[config.mk]
export PLATFORM = sky130hd
export DESIGN_NAME = flat_json_object_tokenizer
export DESIGN_NICKNAME = d
export VERILOG_FILES = /design/src/rtl/fjot_pkg.sv /design/src/rtl/fjot_in_reg.sv /design/src/rtl/fjot_parser.sv /design/src/rtl/fjot_out_reg.sv /design/src/rtl/flat_json_object_tokenizer.sv
export SDC_FILE = /design/constraint.sdc
export NUM_CORES = 1
export LEC_CHECK = 0
export BUFFER_PORTS_ARGS = -buffer_cell sky130_fd_sc_hd__buf_2
export CORE_MARGIN = 3
export CORE_UTILIZATION = 50
export DETAILED_ROUTE_END_ITERATION = 16
export PLACE_DENSITY = 0.68
export SLEW_MARGIN = 15
export SYNTH_ARGS = -nofsm -noshare
export SYNTH_HDL_FRONTEND = slang
export SYNTH_SLANG_ARGS = --single-unit
[constraint.sdc]
create_clock -name clk -period 6.2 [get_ports clk]
set_input_delay 0.93 -clock clk [delete_from_list [all_inputs] [get_ports clk]]
set_output_delay 0.93 -clock clk [all_outputs]
set_load 0.005 [all_outputs]
[src/rtl/fjot_pkg.sv]
`timescale 1ns / 1ps

package fjot_pkg;

    typedef enum logic [4:0] {
        PH_FIRST,
        PH_BOM1,
        PH_BOM2,
        PH_LEAD,
        PH_KEY_OPEN,
        PH_KEY_STR,
        PH_KEY_ESC,
        PH_COLON,
        PH_VALUE,
        PH_VAL_STR,
        PH_VAL_ESC,
        PH_LITERAL,
        PH_NUMBER,
        PH_AFTER_VAL,
        PH_TRAIL,
        PH_ACCEPTED,
        PH_FAILED
    } phase_t;

    typedef enum logic [2:0] {
        NUM_INT,
        NUM_FRAC,
        NUM_EXP,
        NUM_EXP_SIGN,
        NUM_EXP_DIG
    } num_phase_t;

    localparam logic REQ_BYTE = 1'b0;
    localparam logic REQ_END  = 1'b1;

    localparam logic [1:0] KIND_NONE = 2'd0;
    localparam logic [1:0] KIND_KEY  = 2'd1;
    localparam logic [1:0] KIND_VAL  = 2'd2;
    localparam logic [1:0] KIND_PAIR = 2'd3;

    localparam logic [1:0] STAT_BUSY   = 2'd0;
    localparam logic [1:0] STAT_ACCEPT = 2'd1;
    localparam logic [1:0] STAT_FAIL   = 2'd2;

    localparam logic [3:0] ERR_NONE       = 4'd0;
    localparam logic [3:0] ERR_ROOT       = 4'd1;
    localparam logic [3:0] ERR_EOT_OBJ    = 4'd2;
    localparam logic [3:0] ERR_KEY_QUOTE  = 4'd3;
    localparam logic [3:0] ERR_EOT_ESC    = 4'd4;
    localparam logic [3:0] ERR_BAD_ESC    = 4'd5;
    localparam logic [3:0] ERR_UNTERM     = 4'd6;
    localparam logic [3:0] ERR_COLON      = 4'd7;
    localparam logic [3:0] ERR_NO_VALUE   = 4'd8;
    localparam logic [3:0] ERR_BAD_VALUE  = 4'd9;
    localparam logic [3:0] ERR_EOT_VALUE  = 4'd10;
    localparam logic [3:0] ERR_SEPARATOR  = 4'd11;
    localparam logic [3:0] ERR_TRAILING   = 4'd12;

    localparam logic [7:0] BOM_0 = 8'hEF;
    localparam logic [7:0] BOM_1 = 8'hBB;
    localparam logic [7:0] BOM_2 = 8'hBF;

    typedef struct packed {
        logic       req_type;
        logic [7:0] data_byte;
    } item_t;

    typedef struct packed {
        logic [1:0] kind;
        logic [7:0] ch;
        logic [1:0] status;
        logic [3:0] err;
    } result_t;

    function automatic logic is_ws(input logic [7:0] c);
        return c inside {8'h20, [8'h09:8'h0D]};
    endfunction

    function automatic logic is_digit(input logic [7:0] c);
        return c inside {["0":"9"]};
    endfunction

    function automatic logic esc_ok(input logic [7:0] c);
        return c inside {"\"", "\\", "/", "b", "f", "n", "r", "t"};
    endfunction

    function automatic logic [7:0] esc_char(input logic [7:0] c);
        logic [7:0] d;
        case (c)
            "b":     d = 8'h08;
            "f":     d = 8'h0C;
            "n":     d = 8'h0A;
            "r":     d = 8'h0D;
            "t":     d = 8'h09;
            default: d = c;
        endcase
        return d;
    endfunction

    function automatic logic [2:0] lit_len(input logic [1:0] k);
        return (k == 2'd1) ? 3'd5 : 3'd4;
    endfunction

    function automatic logic [7:0] lit_value(input logic [1:0] k);
        return (k == 2'd0) ? "1" : "0";
    endfunction

    function automatic logic [7:0] lit_char(input logic [1:0] k, input logic [2:0] p);
        logic [7:0] t;
        case ({k, p})
            {2'd0, 3'd0}: t = "t";
            {2'd0, 3'd1}: t = "r";
            {2'd0, 3'd2}: t = "u";
            {2'd0, 3'd3}: t = "e";
            {2'd1, 3'd0}: t = "f";
            {2'd1, 3'd1}: t = "a";
            {2'd1, 3'd2}: t = "l";
            {2'd1, 3'd3}: t = "s";
            {2'd1, 3'd4}: t = "e";
            {2'd2, 3'd0},
            {2'd3, 3'd0}: t = "n";
            {2'd2, 3'd1},
            {2'd3, 3'd1}: t = "u";
            {2'd2, 3'd2},
            {2'd3, 3'd2},
            {2'd2, 3'd3},
            {2'd3, 3'd3}: t = "l";
            default:      t = 8'h00;
        endcase
        return t;
    endfunction

endpackage

[src/rtl/fjot_in_reg.sv]
`timescale 1ns / 1ps

module fjot_in_reg
    import fjot_pkg::*;
(
    input  logic  clk,
    input  logic  rst_n,
    input  logic  req_valid,
    output logic  req_stall,
    input  item_t req_item,
    input  logic  drain,
    output logic  held_valid,
    output item_t held_item
);

    logic  valid_reg;
    logic  valid_next;
    item_t item_reg;
    logic  take;

    assign req_stall = valid_reg && !drain;
    assign take      = req_valid && !req_stall;

    always_comb
    begin
        valid_next = valid_reg;
        if (take)
            valid_next = 1'b1;
        else if (drain)
            valid_next = 1'b0;
    end

    always_ff @(posedge clk or negedge rst_n)
    begin
        if (!rst_n)
            valid_reg <= 1'b0;
        else
            valid_reg <= valid_next;
    end

    always_ff @(posedge clk)
    begin
        if (take)
            item_reg <= req_item;
    end

    assign held_valid = valid_reg;
    assign held_item  = item_reg;

endmodule

[src/rtl/fjot_parser.sv]
`timescale 1ns / 1ps

module fjot_parser
    import fjot_pkg::*;
(
    input  logic    clk,
    input  logic    rst_n,
    input  logic    step,
    input  item_t   item,
    output result_t result
);

    phase_t     phase_reg, phase_next;
    logic [1:0] lkind_reg, lkind_next;
    logic [2:0] lpos_reg, lpos_next;
    num_phase_t nphase_reg, nphase_next;
    logic       mant_reg, mant_next;
    logic       expd_reg, expd_next;
    logic [3:0] err_reg, err_next;

    logic [1:0] res_kind;
    logic [7:0] res_ch;
    logic [3:0] fail_code;
    logic       av;
    logic [7:0] c;
    logic [2:0] pos_inc;

    assign c       = item.data_byte;
    assign pos_inc = lpos_reg + 3'd1;

    // next state
    always_comb
    begin
        phase_next  = phase_reg;
        lkind_next  = lkind_reg;
        lpos_next   = lpos_reg;
        nphase_next = nphase_reg;
        mant_next   = mant_reg;
        expd_next   = expd_reg;
        err_next    = err_reg;
        res_kind    = KIND_NONE;
        res_ch      = 8'h00;
        fail_code   = ERR_NONE;
        av          = 1'b0;

        if (phase_reg != PH_ACCEPTED && phase_reg != PH_FAILED)
        begin
            if (item.req_type == REQ_END)
            begin
                case (phase_reg)
                    PH_FIRST, PH_BOM1, PH_BOM2, PH_LEAD: fail_code = ERR_ROOT;
                    PH_KEY_OPEN:                         fail_code = ERR_EOT_OBJ;
                    PH_KEY_STR, PH_VAL_STR:              fail_code = ERR_UNTERM;
                    PH_KEY_ESC, PH_VAL_ESC:              fail_code = ERR_EOT_ESC;
                    PH_COLON:                            fail_code = ERR_COLON;
                    PH_VALUE:                            fail_code = ERR_NO_VALUE;
                    PH_LITERAL:                          fail_code = ERR_BAD_VALUE;
                    PH_NUMBER:
                    begin
                        if (nphase_reg == NUM_INT || nphase_reg == NUM_FRAC)
                            fail_code = mant_reg ? ERR_EOT_VALUE : ERR_BAD_VALUE;
                        else if (nphase_reg == NUM_EXP_DIG && expd_reg)
                            fail_code = ERR_EOT_VALUE;
                        else
                            fail_code = ERR_BAD_VALUE;
                    end
                    PH_AFTER_VAL:                        fail_code = ERR_EOT_VALUE;
                    PH_TRAIL:                            phase_next = PH_ACCEPTED;
                    default:                             ;
                endcase
            end
            else
            begin
                case (phase_reg)
                    PH_FIRST, PH_LEAD:
                    begin
                        if (phase_reg == PH_FIRST && c == BOM_0)
                            phase_next = PH_BOM1;
                        else if (is_ws(c))
                            phase_next = PH_LEAD;
                        else if (c == "{")
                            phase_next = PH_KEY_OPEN;
                        else
                            fail_code = ERR_ROOT;
                    end
                    PH_BOM1:
                    begin
                        if (c == BOM_1)
                            phase_next = PH_BOM2;
                        else
                            fail_code = ERR_ROOT;
                    end
                    PH_BOM2:
                    begin
                        if (c == BOM_2)
                            phase_next = PH_LEAD;
                        else
                            fail_code = ERR_ROOT;
                    end
                    PH_KEY_OPEN:
                    begin
                        if (is_ws(c))
                            phase_next = PH_KEY_OPEN;
                        else if (c == "}")
                            phase_next = PH_TRAIL;
                        else if (c == "\"")
                            phase_next = PH_KEY_STR;
                        else
                            fail_code = ERR_KEY_QUOTE;
                    end
                    PH_KEY_STR:
                    begin
                        if (c == "\"")
                            phase_next = PH_COLON;
                        else if (c == "\\")
                            phase_next = PH_KEY_ESC;
                        else
                        begin
                            res_kind = KIND_KEY;
                            res_ch   = c;
                        end
                    end
                    PH_VAL_STR:
                    begin
                        if (c == "\"")
                            phase_next = PH_AFTER_VAL;
                        else if (c == "\\")
                            phase_next = PH_VAL_ESC;
                        else
                        begin
                            res_kind = KIND_VAL;
                            res_ch   = c;
                        end
                    end
                    PH_KEY_ESC, PH_VAL_ESC:
                    begin
                        if (!esc_ok(c))
                            fail_code = ERR_BAD_ESC;
                        else
                        begin
                            res_kind   = (phase_reg == PH_KEY_ESC) ? KIND_KEY : KIND_VAL;
                            res_ch     = esc_char(c);
                            phase_next = (phase_reg == PH_KEY_ESC) ? PH_KEY_STR : PH_VAL_STR;
                        end
                    end
                    PH_COLON:
                    begin
                        if (c == ":")
                            phase_next = PH_VALUE;
                        else if (!is_ws(c))
                            fail_code = ERR_COLON;
                    end
                    PH_VALUE:
                    begin
                        if (is_ws(c))
                            phase_next = PH_VALUE;
                        else if (c == "\"")
                            phase_next = PH_VAL_STR;
                        else if (c inside {"t", "f", "n"})
                        begin
                            lkind_next = (c == "t") ? 2'd0 : (c == "f") ? 2'd1 : 2'd2;
                            lpos_next  = 3'd1;
                            phase_next = PH_LITERAL;
                        end
                        else if (c inside {"+", "-", "."} || is_digit(c))
                        begin
                            nphase_next = (c == ".") ? NUM_FRAC : NUM_INT;
                            mant_next   = is_digit(c);
                            expd_next   = 1'b0;
                            phase_next  = PH_NUMBER;
                            res_kind    = KIND_VAL;
                            res_ch      = c;
                        end
                        else
                            fail_code = ERR_BAD_VALUE;
                    end
                    PH_LITERAL:
                    begin
                        if (lpos_reg < lit_len(lkind_reg)
                                && c == lit_char(lkind_reg, lpos_reg))
                        begin
                            lpos_next = pos_inc;
                            if (pos_inc == lit_len(lkind_reg))
                            begin
                                res_kind   = KIND_VAL;
                                res_ch     = lit_value(lkind_reg);
                                phase_next = PH_AFTER_VAL;
                            end
                        end
                        else
                            fail_code = ERR_BAD_VALUE;
                    end
                    PH_NUMBER:
                    begin
                        case (nphase_reg)
                            NUM_INT, NUM_FRAC:
                            begin
                                if (is_digit(c))
                                begin
                                    mant_next = 1'b1;
                                    res_kind  = KIND_VAL;
                                    res_ch    = c;
                                end
                                else if (nphase_reg == NUM_INT && c == ".")
                                begin
                                    nphase_next = NUM_FRAC;
                                    res_kind    = KIND_VAL;
                                    res_ch      = c;
                                end
                                else if (!mant_reg)
                                    fail_code = ERR_BAD_VALUE;
                                else if (c inside {"e", "E"})
                                begin
                                    nphase_next = NUM_EXP;
                                    res_kind    = KIND_VAL;
                                    res_ch      = c;
                                end
                                else
                                    av = 1'b1;
                            end
                            NUM_EXP, NUM_EXP_SIGN:
                            begin
                                if (nphase_reg == NUM_EXP && c inside {"+", "-"})
                                begin
                                    nphase_next = NUM_EXP_SIGN;
                                    res_kind    = KIND_VAL;
                                    res_ch      = c;
                                end
                                else if (is_digit(c))
                                begin
                                    nphase_next = NUM_EXP_DIG;
                                    expd_next   = 1'b1;
                                    res_kind    = KIND_VAL;
                                    res_ch      = c;
                                end
                                else
                                    fail_code = ERR_BAD_VALUE;
                            end
                            default:
                            begin
                                if (is_digit(c))
                                begin
                                    res_kind = KIND_VAL;
                                    res_ch   = c;
                                end
                                else
                                    av = 1'b1;
                            end
                        endcase
                    end
                    PH_AFTER_VAL:
                        av = 1'b1;
                    PH_TRAIL:
                    begin
                        if (!is_ws(c))
                            fail_code = ERR_TRAILING;
                    end
                    default: ;
                endcase

                if (av)
                begin
                    phase_next = PH_AFTER_VAL;
                    if (c == ",")
                    begin
                        res_kind   = KIND_PAIR;
                        phase_next = PH_KEY_OPEN;
                    end
                    else if (c == "}")
                    begin
                        res_kind   = KIND_PAIR;
                        phase_next = PH_TRAIL;
                    end
                    else if (!is_ws(c))
                        fail_code = ERR_SEPARATOR;
                end
            end

            if (fail_code != ERR_NONE)
            begin
                phase_next = PH_FAILED;
                err_next   = fail_code;
            end
        end
    end

    // result word
    always_comb
    begin
        result.kind = res_kind;
        result.ch   = res_ch;
        case (phase_next)
            PH_ACCEPTED: result.status = STAT_ACCEPT;
            PH_FAILED:   result.status = STAT_FAIL;
            default:     result.status = STAT_BUSY;
        endcase
        result.err = (phase_next == PH_FAILED) ? err_next : ERR_NONE;
    end

    always_ff @(posedge clk or negedge rst_n)
    begin
        if (!rst_n)
        begin
            phase_reg  <= PH_FIRST;
            lkind_reg  <= 2'd0;
            lpos_reg   <= 3'd0;
            nphase_reg <= NUM_INT;
            mant_reg   <= 1'b0;
            expd_reg   <= 1'b0;
            err_reg    <= ERR_NONE;
        end
        else if (step)
        begin
            phase_reg  <= phase_next;
            lkind_reg  <= lkind_next;
            lpos_reg   <= lpos_next;
            nphase_reg <= nphase_next;
            mant_reg   <= mant_next;
            expd_reg   <= expd_next;
            err_reg    <= err_next;
        end
    end

endmodule

[src/rtl/fjot_out_reg.sv]
`timescale 1ns / 1ps

module fjot_out_reg
    import fjot_pkg::*;
(
    input  logic    clk,
    input  logic    rst_n,
    input  logic    load,
    input  result_t result,
    output logic    free,
    output logic    rsp_valid,
    input  logic    rsp_stall,
    output result_t rsp_word
);

    logic    valid_reg;
    logic    valid_next;
    result_t word_reg;

    assign free = !valid_reg || !rsp_stall;

    always_comb
    begin
        valid_next = valid_reg;
        if (load)
            valid_next = 1'b1;
        else if (!rsp_stall)
            valid_next = 1'b0;
    end

    always_ff @(posedge clk or negedge rst_n)
    begin
        if (!rst_n)
            valid_reg <= 1'b0;
        else
            valid_reg <= valid_next;
    end

    always_ff @(posedge clk)
    begin
        if (load)
            word_reg <= result;
    end

    assign rsp_valid = valid_reg;
    assign rsp_word  = word_reg;

endmodule

[src/rtl/flat_json_object_tokenizer.sv]
`timescale 1ns / 1ps
// channel   valid       stall       word
// request   req_valid   req_stall   req_type, data_byte
// response  rsp_valid   rsp_stall   out_kind, out_char, parse_status, error_code
//
// One response word per request word; one word per cycle sustained while the response side does not stall.
// A request word passes through the input register, then the parse step into the result register.
// Reset returns the parser to the start of text; it also clears both valid flags.
// A response stall holds the result register and backs up through the input register.

module flat_json_object_tokenizer
    import fjot_pkg::*;
(
    input  logic       clk,
    input  logic       rst_n,
    input  logic       req_valid,
    output logic       req_stall,
    input  logic       req_type,
    input  logic [7:0] data_byte,
    output logic       rsp_valid,
    input  logic       rsp_stall,
    output logic [1:0] out_kind,
    output logic [7:0] out_char,
    output logic [1:0] parse_status,
    output logic [3:0] error_code
);

    item_t   req_item;
    item_t   held_item;
    logic    held_valid;
    logic    free;
    logic    step;
    result_t result;
    result_t rsp_word;

    assign req_item.req_type  = req_type;
    assign req_item.data_byte = data_byte;
    assign step               = held_valid && free;

    fjot_in_reg u_in_reg (
        .clk        (clk),
        .rst_n      (rst_n),
        .req_valid  (req_valid),
        .req_stall  (req_stall),
        .req_item   (req_item),
        .drain      (step),
        .held_valid (held_valid),
        .held_item  (held_item)
    );

    fjot_parser u_parser (
        .clk    (clk),
        .rst_n  (rst_n),
        .step   (step),
        .item   (held_item),
        .result (result)
    );

    fjot_out_reg u_out_reg (
        .clk       (clk),
        .rst_n     (rst_n),
        .load      (step),
        .result    (result),
        .free      (free),
        .rsp_valid (rsp_valid),
        .rsp_stall (rsp_stall),
        .rsp_word  (rsp_word)
    );

    assign out_kind     = rsp_word.kind;
    assign out_char     = rsp_word.ch;
    assign parse_status = rsp_word.status;
    assign error_code   = rsp_word.err;

endmodule

Yosys cells after proc, flatten, opt, wreduce, memory -nomap -nowiden
Memories as Yosys holds them, arrays and structs flattened.
Cells that the tools add are included.

word-level totals
  input port bits = 13
  bits in read-only memories = 224
  output and inout bits = 18
  memories = 1
  word-level logic and storage cells = 290
  register bits = 46

memories
  name             depth  bits a word  rd ports  clocked after Yosys merged registers in  wr ports  RTL line         source
  (no name shown)  32     7            1         0                                        0         fjot_pkg.sv:110  case ({k, p})

cells by class
  $lt $le $gt $ge = 5
  muxes and demuxes = 159
  add/subtract/negate cells = 1
  bitwise operators = 4
  eq/ne operators = 62
  reduce and logical (&&, ||, !) cells = 43

operator list
  kind                                                              count
  8-bit 2-to-1 mux                                                  18
  5-bit 2-to-1 mux                                                  26
  4-bit 2-to-1 mux                                                  26
  8-bit by 7-bit == test with 1-bit output (second input constant)  10
  8-bit case mux with 5 select lines                                2
  8-bit by 6-bit == test with 1-bit output (second input constant)  8
  2-bit 2-to-1 mux                                                  26
  5-bit case mux with 10 select lines                               1
  3-bit 2-to-1 mux                                                  16
  5-bit by 4-bit == test with 1-bit output (second input constant)  8
  4-bit case mux with 10 select lines                               1
  4-bit case mux with 9 select lines                                1
  1-bit 2-to-1 mux                                                  30
  8-bit == test (second input constant)                             3
  5-bit by 3-bit == test with 1-bit output (second input constant)  4
  3-bit case mux with 2 select lines                                3
  8-bit case mux with 2 select lines                                1
  2-bit by 1-bit != test with 1-bit output (second input constant)  7
  13-bit AND reduction                                              1
  4-bit by 2-bit != test with 1-bit output (second input constant)  3
  2-bit case mux with 6 select lines                                1
  2-bit nonzero test                                                6
  2-bit OR reduction                                                6
  1-bit logical AND                                                 11
  other kinds (37)                                                  55

Logic depth before layout (Yosys ltp)
Gate-level depths: netlist of run 1.

  depth in word-level cells = 19
  depth in mapped cells = 11
  mapped depth without buffers = 10

By module
From an unflattened synthesis of run 1, not the netlist that was laid out.

unflattened totals
  cell total of the unflattened synthesis = 499
  area, all modules = 4131.5 µm²

modules (own cells, without submodules)
  module                      cells each  instances  area each (µm²)  seq. area each (µm²)
  fjot_parser                 465         1          3280.6           475.5
  fjot_out_reg                19          1          516.7            505.5
  fjot_in_reg                 14          1          327.8            295.3
  flat_json_object_tokenizer  1           1          6.3              0.0

Worst setup path before layout of run 1
OpenSTA, ideal clock, no wires.

  path kind = input -> register
  start = input rsp_stall
  end = register u_parser.nphase_reg[0]
  required time = 6.075 ns
  library setup time = 0.125 ns
  path buffers = 0
  path slack = 3.263 ns
  stages on the path = 7
  arrival time = 2.812 ns
  cell sequence = nand2_1 -> nand2_1 -> inv_1 -> nand2_1 -> nor4_1 -> and2b_1 -> mux2_2

between the ends
  longest elaborated chain between the ends = 4

RTL lines
  what                            RTL line                          source
  start, declared                 flat_json_object_tokenizer.sv:21  input logic rsp_stall,
  1-bit logical NOT               fjot_out_reg.sv:20                assign free = !valid_reg || !rsp_stall;
  1-bit logical OR                fjot_out_reg.sv:20
  1-bit logical AND               flat_json_object_tokenizer.sv:38  assign step = held_valid && free;
  named net step                  flat_json_object_tokenizer.sv:32  logic step;
  13-bit AND reduction (no line)  -
  end signal, assigned            fjot_parser.sv:317                nphase_reg <= nphase_next;
  end, declared                   fjot_parser.sv:16                 num_phase_t nphase_reg, nphase_next;

The timed path passes the listed nets, and every way through them passes these cells.
A chain may end at the register's enable or synchronous reset.

==> out/results.txt, run 1 <==
The flow ran to the end, and the final reports show no timing, DRC or antenna violations. Across all hold checks on the routed design, the worst slack comes to 0.5055 ns. The run gives 46 as the CTS sink count.

The run gives 52.20% as the effective utilization at floorplan. Setup repair after global routing left no endpoint under its margin. The post-detailed-placement half-perimeter wirelength is 8721 microns, and the number of buffers added on ports is 30.

The worst hold path stage count is 1. IR analysis of the VDD net gives a maximum drop of 0.1290 mV. Using the TritonRoute via totals, the vias-per-cell ratio works out to 6.703.

After synthesis, the mean cell area works out to 8.216 sq um. For this run, the leading register cell type out of synthesis is sky130_fd_sc_hd__edfxtp_1. Data arrives at the worst endpoint at 3.54 ns. The synthesized design contains 25 enable-type register cells.

The worst path in the final design needs a cycle of 3.402 ns, including I/O delays and setup. The maximum single-stage delay on the critical path is 0.70 ns, and the antenna cell count is 0. The endpoint of the worst hold path was u_out_reg.rsp_valid.

At the end of routability-driven placement, the weighted congestion stood at 1.006. In the routed design, unresolved DRC markers number 0. The first global-routing pass estimated 18,660 microns of wire.

Clock tree synthesis inserted a total of 5 buffers. The final count of hold timing violations came out at 0. Of the synthesized area, sequential elements account for 31.32%. The path category of the worst min-delay check is register to register. The number of buffers inserted for hold repair after clock tree synthesis is 0. In this run, post-CTS repair resized a total of 0 instances. At the pin with the least slew margin, the transition time is 0.8877 ns.

After layout, the worst path uses 54.86% of the clock period. The number of nets in the synthesized netlist is 517. Worst-case clock buffer depth: 2. The tools report the latest clock arrival within the worst-skew pair as 0.31 ns. The worst setup path is launched from a register. Clock-pin slew was measured on the worst setup and hold paths at 0.09 ns.

The power per unit of standard cell area came out at 212.5 mW/mm^2. Number of cells on the worst reg-to-reg path: 8. The worst register-to-register path ends at u_out_reg.rsp_word[4]. The run gives 0 as the count of pins over their slew limit.

For this run, the post-layout net count is 521. Number of violations of the max-capacitance limit: 0. Slowest stage cell on the critical path: sky130_fd_sc_hd__edfxtp_1. The floorplan step set the die height to 96.28 microns. Leaving out fill and tap cells, the most frequent cells in the layout are sky130_fd_sc_hd__nand2_1, sky130_fd_sc_hd__a21oi_1, sky130_fd_sc_hd__nor2_1. Timing would allow up to 0.2940 GHz. The start-to-end type of the worst setup path is register to register. TritonCTS built the clock tree. The run gives 3,485 as the number of global-route vias before repair. The number of antenna violations at the first check in global routing is 0. The analysis attributes to cell leakage a power of 1.564 nW. The die is 96.28 microns wide. For met2 alone, demand over resource in global routing was 39.39%. The overall die area was 0.009270 sq mm; the area growth from synthesis to final layout was 5.711%. The peak fanout along the critical path works out to 15. Counting flops with an async set or reset pin after synthesis yields a share of 45.65%.

Leaving out fill and tap cells, the most frequent cell in the layout is sky130_fd_sc_hd__nand2_1. Most utilized layer in the global route result: met2. The synthesis-stage register bit count came out at 46. Endpoint kind of the worst setup timing path: a register. The number of standard-cell rows in the floorplan was 32. The total setup violations reported at the end of the flow is 0.

In the global route stage, met1 resource usage came out at 39.02%. During I/O placement, the number of pins put on the boundary was 31. The maximum number of pins on one net before global-route repair is 25. The core occupancy in the finished layout was 55.18%. Cell at the root of the clock tree: sky130_fd_sc_hd__clkbuf_8. Clock skew on the completed layout was measured at 0.01165 ns.

After synthesis, the netlist uses 83 different library cells. The tools report the cell count after synthesis as 496. For this run, the total global-route usage over all layers was measured as 26.18%.

Headroom to the max-slew limit came out at 40.82%. The routed layout has 4,042 vias. The share of post-route cells with drive strength above 1 is 13.17%. The critical path goes through nor4b_4, nand4_1, o21ai_0, o32a_1, o211a_1, a31o_2, nand4_1, a211oi_2.

In this run the standard cell core region covers 0.007807 sq mm. The routed wirelength normalized by instance count was 19.49 microns; the flip-flop count of the largest register after layout was 16. The count of yosys warnings during synthesis was 0; the cell area after technology mapping was 0.004075 sq mm. The logs give 0 for the antenna violation net count after detailed routing and 2 for the number of levels in the clock H-tree. The tools report the minimum setup slack among reg-to-reg paths as 2.80 ns.

In this run the post-CTS setup repair buffer count came out at 0. The detailed router finished its first iteration with 512 violations. For the final global-route overflow total, the log shows 0.

The first-pass iteration count of the detailed router came out at 5. The sum of negative setup slack came out at 0 ns. The startpoint identified for the worst hold timing path is u_in_reg.held_valid. The origin of the critical flop-to-flop path is u_in_reg.held_item[5].

For the worst setup path, the data required time is 6.34 ns. For the final-layout fill cell count, the log shows 752. For the routed wire length, the log shows 11,750 microns. By instance count, the cell type seen most on the critical path is sky130_fd_sc_hd__nand4_1. The global routing usage on met3 is 3.909%.
[per-layer routing]
metal / share of wire, % / wire length, microns / vias to the layer above
li1: - / - / 1892
met1: 44 / 5185 / 1869
met2: 44 / 5120 / 244
met3: 9.4 / 1110 / 37
met4: 2.9 / 338 / 0
met5: 0 / 0 / -
[report_power, final]
part           internal [mW]  total, mW  switching [mW]
registers              0.369      0.427          0.0587
clock network          0.121      0.235           0.114
logic                  0.108      0.253           0.146
total                  0.598      0.915           0.318
[logic make-up after synthesis]
kind of cell,synth area share (%)
AOI/OAI and AO/OA,25.45
xor gates and xnor gates,1.075
adders and majority gates,2.702
buffers and inverters,5.526
DFF,31.32
muxes,1.842
and+or+nand+nor,32.08
[per-stage QoR]
step                setup slack, ns  area, sq um  instances  power, mW
floorplan                     3.263         4075        496     0.5999
global placement              2.846         4195        595     0.6748
detailed placement            2.733         4195        595     0.6760
CTS                           2.871         4308        603     0.9110
global route                  2.643         4308        603     0.9656
finish                        2.798         4308        603     0.9154
[worst max-delay path: cells and delay by family, from the launching register on]
family,cells,cell delay [ns]
and+or+nand+nor,3,1.16
DFF,1,0.70
AOI/OAI and AO/OA,5,1.37
[synthesized netlist by cell type (all sizes together), types with 4 or more instances]
cell type  number  share of area [%]
nand3b          4               0.74
xnor2           4               0.86
nand3          17                2.1
and2           12                1.8
nor3b           5               0.92
nor3           17                2.1
and3b           6                1.3
ha              8                2.5
buf            18                2.5
nor2b          10                1.5
mux2            4                1.1
a31oi          12                1.8
nor2           35                3.4
clkbuf         15                1.4
nand4           9                1.4
or3b            4               0.86
a21oi          41                5.0
inv            18                1.7
nor4            5               0.92
and3            5               0.89
o21ai          27                3.5
o2111ai         5                1.1
nand2b         15                2.3
a211oi          5                1.2
o31ai           6                1.1
nand2          46                4.2
o22ai           4               0.61
or2             6               0.92
o21a            4               0.77
nor4b           6                1.8
edfxtp         25                 18
dfrtp          21                 13
or3             8                1.2
a21boi          4               0.74
[worst max-delay path by stage]
stage	from	end	slack, ns	depth (start not counted)
6_report	u_in_reg.held_item[5]	u_out_reg.rsp_word[4]	2.80	8
5_1_grt	u_parser.lkind_reg[0]	u_out_reg.rsp_word[4]	2.64	10
4_1_cts	u_parser.lkind_reg[0]	u_out_reg.rsp_word[4]	2.87	10
3_5_place_dp	rsp_stall	u_parser.nphase_reg[1]	2.73	8
3_3_place_gp	rsp_stall	u_parser.nphase_reg[0]	2.85	8
2_1_floorplan	rsp_stall	u_parser.nphase_reg[0]	3.26	7
[final cells by class]
type	instances	area (sq um)	share of cell area (%)
Inverter	18	67.56	1.568
Clock inverter	3	43.79	1.017
Sequential cell	46	1276	29.63
Timing Repair Buffer	30	150.1	3.485
Tap cell	102	127.6	2.963
Clock buffer	5	68.82	1.597
Multi-Input combinational cell	399	2574	59.74
Power figures use the tool's default switching activity.
==> run 2, diff against run 1 <==
ABC_AREA = 1   (was unset)
clock period = 3.2 ns   (was 6.2 ns; I/O delays follow)
==> run 2 against run 1 <==
  * Final area increased by 1.7%
  * Die area decreased by 1.6%
  * Utilization increased by 1.2 points
  * Largest power group unchanged
  * Worst setup slack got worse by 2.5 ns
  * Routed wire length increased by 7.5%
  * Sequential power increased by 90%
  * Via count increased by 4.7%
  * Clock power increased by 78%
  * Clock skew decreased by 0.0030 ns
  * Register-to-register slack got worse by 2.5 ns
==> out/results.txt, run 2 <==
The placeable core region is 0.007767 sq mm (-0.51%), and the flip-flop count of the largest register after layout is 16 (unchanged). The share of post-route cells with drive strength above 1 was 18.45% (+5.3 points). The synthesized design spends more area on one cell type than any other, namely sky130_fd_sc_hd__edfxtp_1. The clock transition at the registers of the reported paths is 0.10 ns (about the same), and the die extent in y is 95.49 microns (-0.83%).

The first-pass iteration count of the detailed router was 5 (unchanged). For the count of unresolved DRC violations after routing, the log shows 0 (unchanged). The horizontal die dimension is 95.49 microns (-0.83%).

The area growth from synthesis to final layout was 9.375%. The post-synthesis xor/xnor area fraction was 0% (-1.1 points); the global routing usage on met3 was 4.657% (+0.75 points). The commonest cells after synthesis are sky130_fd_sc_hd__nand2_1, sky130_fd_sc_hd__nor2_1, sky130_fd_sc_hd__inv_1.

Complex-gate fraction of the synthesized area: 13.81% (-12 points). Cell repeated most along the worst path: sky130_fd_sc_hd__nand2_1. The number of antenna violations at the first check in global routing is 0 (unchanged), and the number of global-route vias before repair is 3,848 (+10%).

The number of nets in the synthesized netlist came out at 620 (+20%). The via-per-instance ratio came out at 5.751 (-14%). The fraction of synthesized area in multiplexers was 0.2813% (-1.6 points); the routed wirelength normalized by instance count was 17.18 microns (-12%).

For the max-slew headroom at the worst pin, the log shows 63.16% (+22 points). By area, the combinational part of the netlist is dominated by simple AND/OR/NAND/NOR gates. Routability congestion estimate: 1.129 (+12%). Share of the synthesized area in the top cell type: 18.75% (+0.33 points).

Setup repair after global routing left no endpoint under its margin. The number of buffers added on ports is 30 (unchanged), and the met2 usage in global routing is 44.08% (+4.7 points). The number of levels in the clock H-tree was 2 (unchanged). The required time reported for the critical path endpoint was 3.25 ns (-3.09 ns). The worst-case clock buffer depth was 2 (unchanged). The tools report the cell count after synthesis as 599 (+21%). TritonCTS built the clock tree. Final cell count without fillers: 736 (+22%).

The maximum single-stage delay on the critical path is 0.45 ns (-0.25 ns). The number of buffers inserted for hold repair after clock tree synthesis came out at 0 (unchanged). The tools report the startpoint type of the worst setup path as a register. The final period demand of the worst path is 2.930 ns (-0.4719 ns), and the synthesis-stage register bit count is 46 (unchanged). The first-pass GRT wire length is 19,750 microns (+5.8%), and the number of ports placed on the die boundary is 31 (unchanged).

The run gives 1.812 mW (+98%) as the total design power. The tools report the CTS sink count as 46 (unchanged). The most utilized layer in the global route result is met2. The run gives 2.193 nW (+40%) as the total leakage power. The antenna violation net count after detailed routing is 0 (unchanged).

The run gives 0 ns (unchanged) as the sum of negative setup slack. The logs give 0 (unchanged) for the number of post-CTS setup repair buffers and 22 (-12%) for the maximum number of pins on one net before global-route repair. For the antenna cell count, the log shows 0 (unchanged). The routed wire length was 12,640 microns (+7.5%). Leaving out fill and tap cells, the most frequent cells in the layout are sky130_fd_sc_hd__nand2_1, sky130_fd_sc_hd__nor2_1, sky130_fd_sc_hd__inv_1. The post-route fraction of the period consumed by the critical path came out at 91.55% (+37 points). The run gives 0.3346 mV (+160%) as the worst ir drop on vdd. The path class of the tightest hold or removal check is input pin to async pin. The cell area after technology mapping is 0.004004 sq mm (-1.8%), and the post-synthesis async set-or-reset flop share is 45.65% (unchanged).

The total global-route track usage was 28.65% (+2.5 points); the slew at the pin closest to its max-slew limit was 0.5456 ns (-0.3421 ns). The final layout net count came out at 654 (+26%). The adder-cell area share of the yosys netlist was 2.500% (-0.20 points).

The number of cells after detailed placement is 728 (+22%). The final count of hold timing violations was 0 (unchanged). Final setup skew: 0.008639 ns (-0.003009 ns). Among all flip-flop cells after synthesis, the most frequent one is sky130_fd_sc_hd__edfxtp_1.

The logs give 39.36% (+0.35 points) for the met1 routing resource usage after global routing and 10,110 microns (+16%) for the post-detailed-placement half-perimeter wirelength. The count of pins over their slew limit is 0 (unchanged). The worst setup path is captured at a register. The most common cell in the synthesized netlist is sky130_fd_sc_hd__nand2_1. The logs give 0.009117 sq mm (-1.6%) for the overall die area and 0.31 ns (about the same) for the latest clock arrival within the worst-skew pair. The run gives 51.55% (-0.65 points) as the effective utilization at floorplan. The signal on the critical path passes through inv_1, ha_1, inv_1, nand2_1, nand2_1, nand3_1, nand2_1, nand2_1, nor2_1, nand3_1, inv_1, nand3_1, nand3_1, nand2_1, o21ai_1, nand2_2, nand3_2, nor3_1.

The count of yosys warnings during synthesis was 0 (unchanged). Start-to-end type of the worst setup path: register to register. The total setup violations reported at the end of the flow came out at 0 (unchanged).

The fraction of the mapped netlist area in simple logic gates was 42.44% (+10 points). The flow ran to the end, and the final reports show no timing, DRC or antenna violations. The run gives 5 (unchanged) as the clock buffer count from CTS.

The most common cell after layout, fill and taps aside is sky130_fd_sc_hd__nand2_1. The via count was 4,233 (+4.7%); the synthesized area per cell was 6.684 sq um (-19%). The number of enable-type register cells in the synthesized netlist is 25 (unchanged), and the number of violations of the max-capacitance limit is 0 (unchanged).

Slowest stage cell on the critical path: sky130_fd_sc_hd__dfrtp_1. The tools report the timing-limited maximum frequency as 0.3413 GHz (+16%). The logs give 2.98 ns (-0.56 ns) for the worst path arrival time and 454 (-11%) for the number of DRC markers after the initial detailed-route iteration. The tree is rooted in a sky130_fd_sc_hd__clkbuf_8.

The distinct cell type count of the synthesized netlist was 39 (-53%); the number of standard-cell rows in the floorplan was 32 (unchanged). Number of instances resized during post-cts repair: 0 (unchanged). The power per unit of standard cell area came out at 413.8 mW/mm^2 (+95%).

The minimum setup slack among reg-to-reg paths was 0.27 ns (-2.53 ns); the final global-route overflow total was 0 (unchanged). Sorting the synthesized cells by area gives the leading types as sky130_fd_sc_hd__edfxtp_1, sky130_fd_sc_hd__nand2_1, sky130_fd_sc_hd__dfrtp_1. The peak fanout along the critical path is 6 (-9). The run gives 31.87% (+0.56 points) as the proportion of synthesized chip area in sequential cells.
run 2: cells by family after synthesis:
| group | Yosys count |
|---|---|
| AOI/OAI and AO/OA | 96 |
| adders and majority gates | 8 |
| buffers and inverters | 93 |
| DFF | 46 |
| muxes | 1 |
| and+or+nand+nor | 355 |
run 2: worst paths after layout:
kind	depth (start not counted)	end	startpoint
max	18	u_out_reg.rsp_word[0]	u_parser.lpos_reg[0]
min	1	u_parser.expd_reg	rst_n
max reg2reg	18	u_out_reg.rsp_word[0]	u_parser.lpos_reg[0]
min reg2reg	2	u_out_reg.rsp_valid	u_in_reg.held_valid
max in group asynchronous	1	u_parser.phase_reg[2]	rst_n
min in group clk	1	u_in_reg.held_item[1]	data_byte[1]
run 2: per-layer routing:
layer / part of all wire, % / vias up
li1: - / 2051
met1: 42 / 1894
met2: 44 / 239
met3: 9.4 / 49
met4: 4.6 / 0
met5: 0 / -
run 2: report_power, final:
group	switching [mW]	internal (mW)
sequential	0.0960	0.716
combinational	0.397	0.185
clock	0.216	0.202
run 2: final cells by class:
type	instances	area (sq um)
clock buffers	7	97.59
clock inverters	1	7.507
fillers	753	3388
inverters	85	319.1
multi-input cells	460	2364
flip-flops and latches	46	1276
well taps	102	127.6
repair buffers	35	187.7
run 2: stage by stage:
stage | util, % | instance area, sq um | setup slack [ns] | hold WS (ns)
detailed placement | 55.03 | 4274 | 0.3328 | 0.4641
global route | 56.38 | 4379 | 0.02443 | 0.1712
floorplan | - | 4004 | 0.4856 | 0.1844
global placement | 55.03 | 4274 | 0.3774 | 0.4590
finish | 56.38 | 4379 | 0.2704 | 0.1421
CTS | 56.38 | 4379 | 0.3358 | 0.1602
run 2: critical path, delay by kind of cell, from the launching register on:
family | cells | cell delay, ns
flip-flops | 1 | 0.45
adder cells (fa/ha/maj) | 1 | 0.33
AND/OR/NAND/NOR | 13 | 1.43
buffers and inverters | 3 | 0.29
AO/OA/AOI/OAI | 1 | 0.17
==> run 3, diff against run 2 <==
ABC_AREA = unset   (was 1)
PLACE_DENSITY = 0.71   (was 0.68)
clock period = 2.6 ns   (was 3.2 ns; I/O delays follow)
==> run 3 against run 2 <==
  * Utilization increased by 16 points
  * Non-clock buffer count up 129
  * Combinational power up 70%
  * Maximum frequency up 3.9%
  * Power increased by 37%
  * The flow now finishes with violations (negative setup slack)
==> out/results.txt, run 3 (synthesized netlist as in run 1, its figures left out) <==
The share of post-route cells with drive strength above 1 was 40.16% (+22 points); the number of standard-cell rows in the floorplan was 32 (unchanged). The tools report the required time reported for the critical path endpoint as 2.74 ns (-0.51 ns). For the sum of negative setup slack, the log shows -1.818 ns (-1.818 ns).

The worst ir drop on vdd was 0.2932 mV (-12%); the final period demand of the worst path was 2.819 ns (-0.1104 ns). The effective utilization at floorplan came out at 52.20% (+0.65 points). The routability congestion estimate was 1.021 (-9.5%). Routed wirelength normalized by instance count: 19.90 microns (+16%).

The run gives 58.00% (-5.2 points) as the max-slew headroom at the worst pin. The tools report the post-place setup slack as -0.2483 ns (-0.5811 ns). The worst-case clock buffer depth came out at 2 (unchanged).

The setup path with the least slack is of type register to register. For the number of antenna violations at the first check in global routing, the log shows 0 (unchanged). Final count of hold timing violations: 0 (unchanged). The slew at the pin closest to its max-slew limit was 0.6243 ns (+0.07867 ns). The number of cells after detailed placement is 720 (-1.1%), and the maximum single-stage delay on the critical path is 0.47 ns (+0.02 ns). The run gives 14,670 microns (+16%) as the routed wire length. The run gives 677 (+49%) as the number of DRC markers after the initial detailed-route iteration.

Count of pins over their slew limit: 0 (unchanged). The run gives 23 (+4.5%) as the maximum number of pins on one net before global-route repair. For the via count, the log shows 4,760 (+12%). The tightest min-delay check is of the input pin to async pin type. Setup repair after global routing could not meet its margin everywhere. The peak fanout along the critical path was 4 (-2). The logs give 2.485 mW (+37%) for the total design power and 4,322 (+12%) for the number of global-route vias before repair. The slowest stage cell on the critical path was sky130_fd_sc_hd__or4_4. The clock transition at the registers of the reported paths came out at 0.10 ns (about the same). In the layout the commonest cells are sky130_fd_sc_hd__buf_4, sky130_fd_sc_hd__nand2_1, sky130_fd_sc_hd__a21oi_1.

The via-per-instance ratio was 6.459 (+12%); the antenna violation net count after detailed routing was 0 (unchanged). The run gives 0.009270 sq mm (+1.7%) as the overall die area. Design area: 0.005687 sq mm (+30%).

The run gives 0 (unchanged) as the number of buffers inserted for hold repair after clock tree synthesis. TritonCTS built the clock tree. STA classifies the critical path endpoint as a register.

Count of unresolved DRC violations after routing: 0 (unchanged). The die extent in y was 96.28 microns (+0.83%); the CTS sink count was 46 (unchanged). The total global-route track usage is 31.72% (+3.1 points), and the area growth from synthesis to final layout is 39.55%. The logs give 0.005190 sq mm (+21%) for the area after detailed placement and 31 (unchanged) for the number of ports placed on the die boundary.

The flip-flop count of the largest register after layout is 16 (unchanged), and the total setup violations reported at the end of the flow is 19 (+19). The worst path arrival time was 2.96 ns (-0.02 ns); the final setup skew was 0.01157 ns (+0.002927 ns). The final global-route overflow total is 0 (unchanged), and the latest clock arrival within the worst-skew pair is 0.32 ns (about the same). The post-route fraction of the period consumed by the critical path was 108.4% (+17 points); the first-pass iteration count of the detailed router was 5 (unchanged). The startpoint type of the worst setup path was a register.

For the first-pass GRT wire length, the log shows 22,540 microns (+14%). The run finished, with violations left. The clock buffer count from CTS is 5 (unchanged). The post-detailed-placement half-perimeter wirelength is 10,940 microns (+8.2%). The signal on the critical path passes through buf_6, inv_4, ha_1, or3b_4, a21oi_1, a32oi_2, or4_4, and4bb_1, o31a_2, o21ai_2, a211oi_2. Number of buffers added on ports: 30 (unchanged). The library cell used most frequently in the layout, excluding fill and tap cells, is sky130_fd_sc_hd__buf_4.

In this run the clock root is driven by a sky130_fd_sc_hd__clkbuf_8. The horizontal die dimension is 96.28 microns (+0.83%), and the timing-limited maximum frequency is 0.3547 GHz (+3.9%). The final layout net count came out at 655 (+0.15%).

The total leakage power is 2.334 nW (+6.4%). The number of violations of the max-capacitance limit was 0 (unchanged); the power per unit of standard cell area was 436.9 mW/mm^2 (+5.6%). Antenna cell count: 0 (unchanged). The placeable core region was 0.007807 sq mm (+0.52%); the number of levels in the clock H-tree was 2 (unchanged).

The final cell count without fillers is 737 (+0.14%). The final reports fail on negative setup slack. The worst path setup slack after routing came out at -0.2192 ns (-0.4896 ns).
[run 3: cell count changes in the layout (fill, tap and decap cells not counted), moves of 15 or more]
cell	change
sky130_fd_sc_hd__buf_4	+121
sky130_fd_sc_hd__nand2_2	-20
sky130_fd_sc_hd__nand2_1	-105
sky130_fd_sc_hd__inv_2	-15
sky130_fd_sc_hd__nor2_1	-42
sky130_fd_sc_hd__o21ai_0	-19
sky130_fd_sc_hd__inv_1	-53
sky130_fd_sc_hd__nand3_1	-32
[run 3: area by class of cell]
type	count	area [sq um]
multi-input cells	399	2900
repair buffers	164	1204
clock buffers	7	76.32
inverters	18	70.07
well taps	102	127.6
clock inverters	1	30.03
fillers	582	2121
flip-flops and latches	46	1279
[run 3: power by group]
group	switching (mW)	internal [mW]
clock	0.269	0.288
combinational	0.532	0.459
sequential	0.0548	0.882
[run 3: final timing paths]
| path | startpoint | end | slack [ns] | cells past startpoint |
|---|---|---|---|---|
| worst max-delay path | u_parser.lpos_reg[0] | u_out_reg.rsp_word[4] | -0.22 | 11 |
| worst min-delay path | rst_n | u_parser.lpos_reg[1] | 0.06 | 1 |
| worst max register to register | u_parser.lpos_reg[0] | u_out_reg.rsp_word[4] | -0.22 | 11 |
| worst min register to register | u_in_reg.held_valid | u_out_reg.rsp_valid | 0.51 | 1 |
| max in group asynchronous | rst_n | u_parser.lpos_reg[0] | 2.14 | 1 |
| min in group clk | data_byte[3] | u_in_reg.held_item[3] | 0.24 | 1 |
[run 3: through the flow]
step           util (%)  hold WS, ns
4_1_cts           70.43      0.07539
5_1_grt           72.84      0.09173
6_report          72.84      0.05898
2_1_floorplan         -      0.09441
3_5_place_dp      66.47       0.4198
3_3_place_gp      66.47       0.4123
[run 3: layer usage]
metal | share of wire (%) | global-route usage, % | vias up
met5 | 0 | 0 | -
met4 | 3.1 | 9.123 | 0
met3 | 12 | 7.819 | 53
met2 | 45 | 47.96 | 341
met1 | 40 | 44.64 | 2216
li1 | - | - | 2150
[run 3: worst max-delay path, delay by kind of cell (launching register included)]
| family | cells | cell delay, ns |
|---|---|---|
| buf+inv | 2 | 0.18 |
| compound gates | 5 | 0.71 |
| flops | 1 | 0.45 |
| fa+ha+maj | 1 | 0.13 |
| simple gates | 3 | 1.17 |
[run 3: what timing repair did]
| action | 4_1_cts | 5_1_grt |
|---|---|---|
| setup buffers | 7 | 2 |
| gates cloned | 0 | 0 |
| pin swaps | 18 | 11 |
| hold endpoints to repair | 0 | 0 |
| resized for setup | 37 | 42 |
| endpoints found under the setup margin | 25 | 28 |
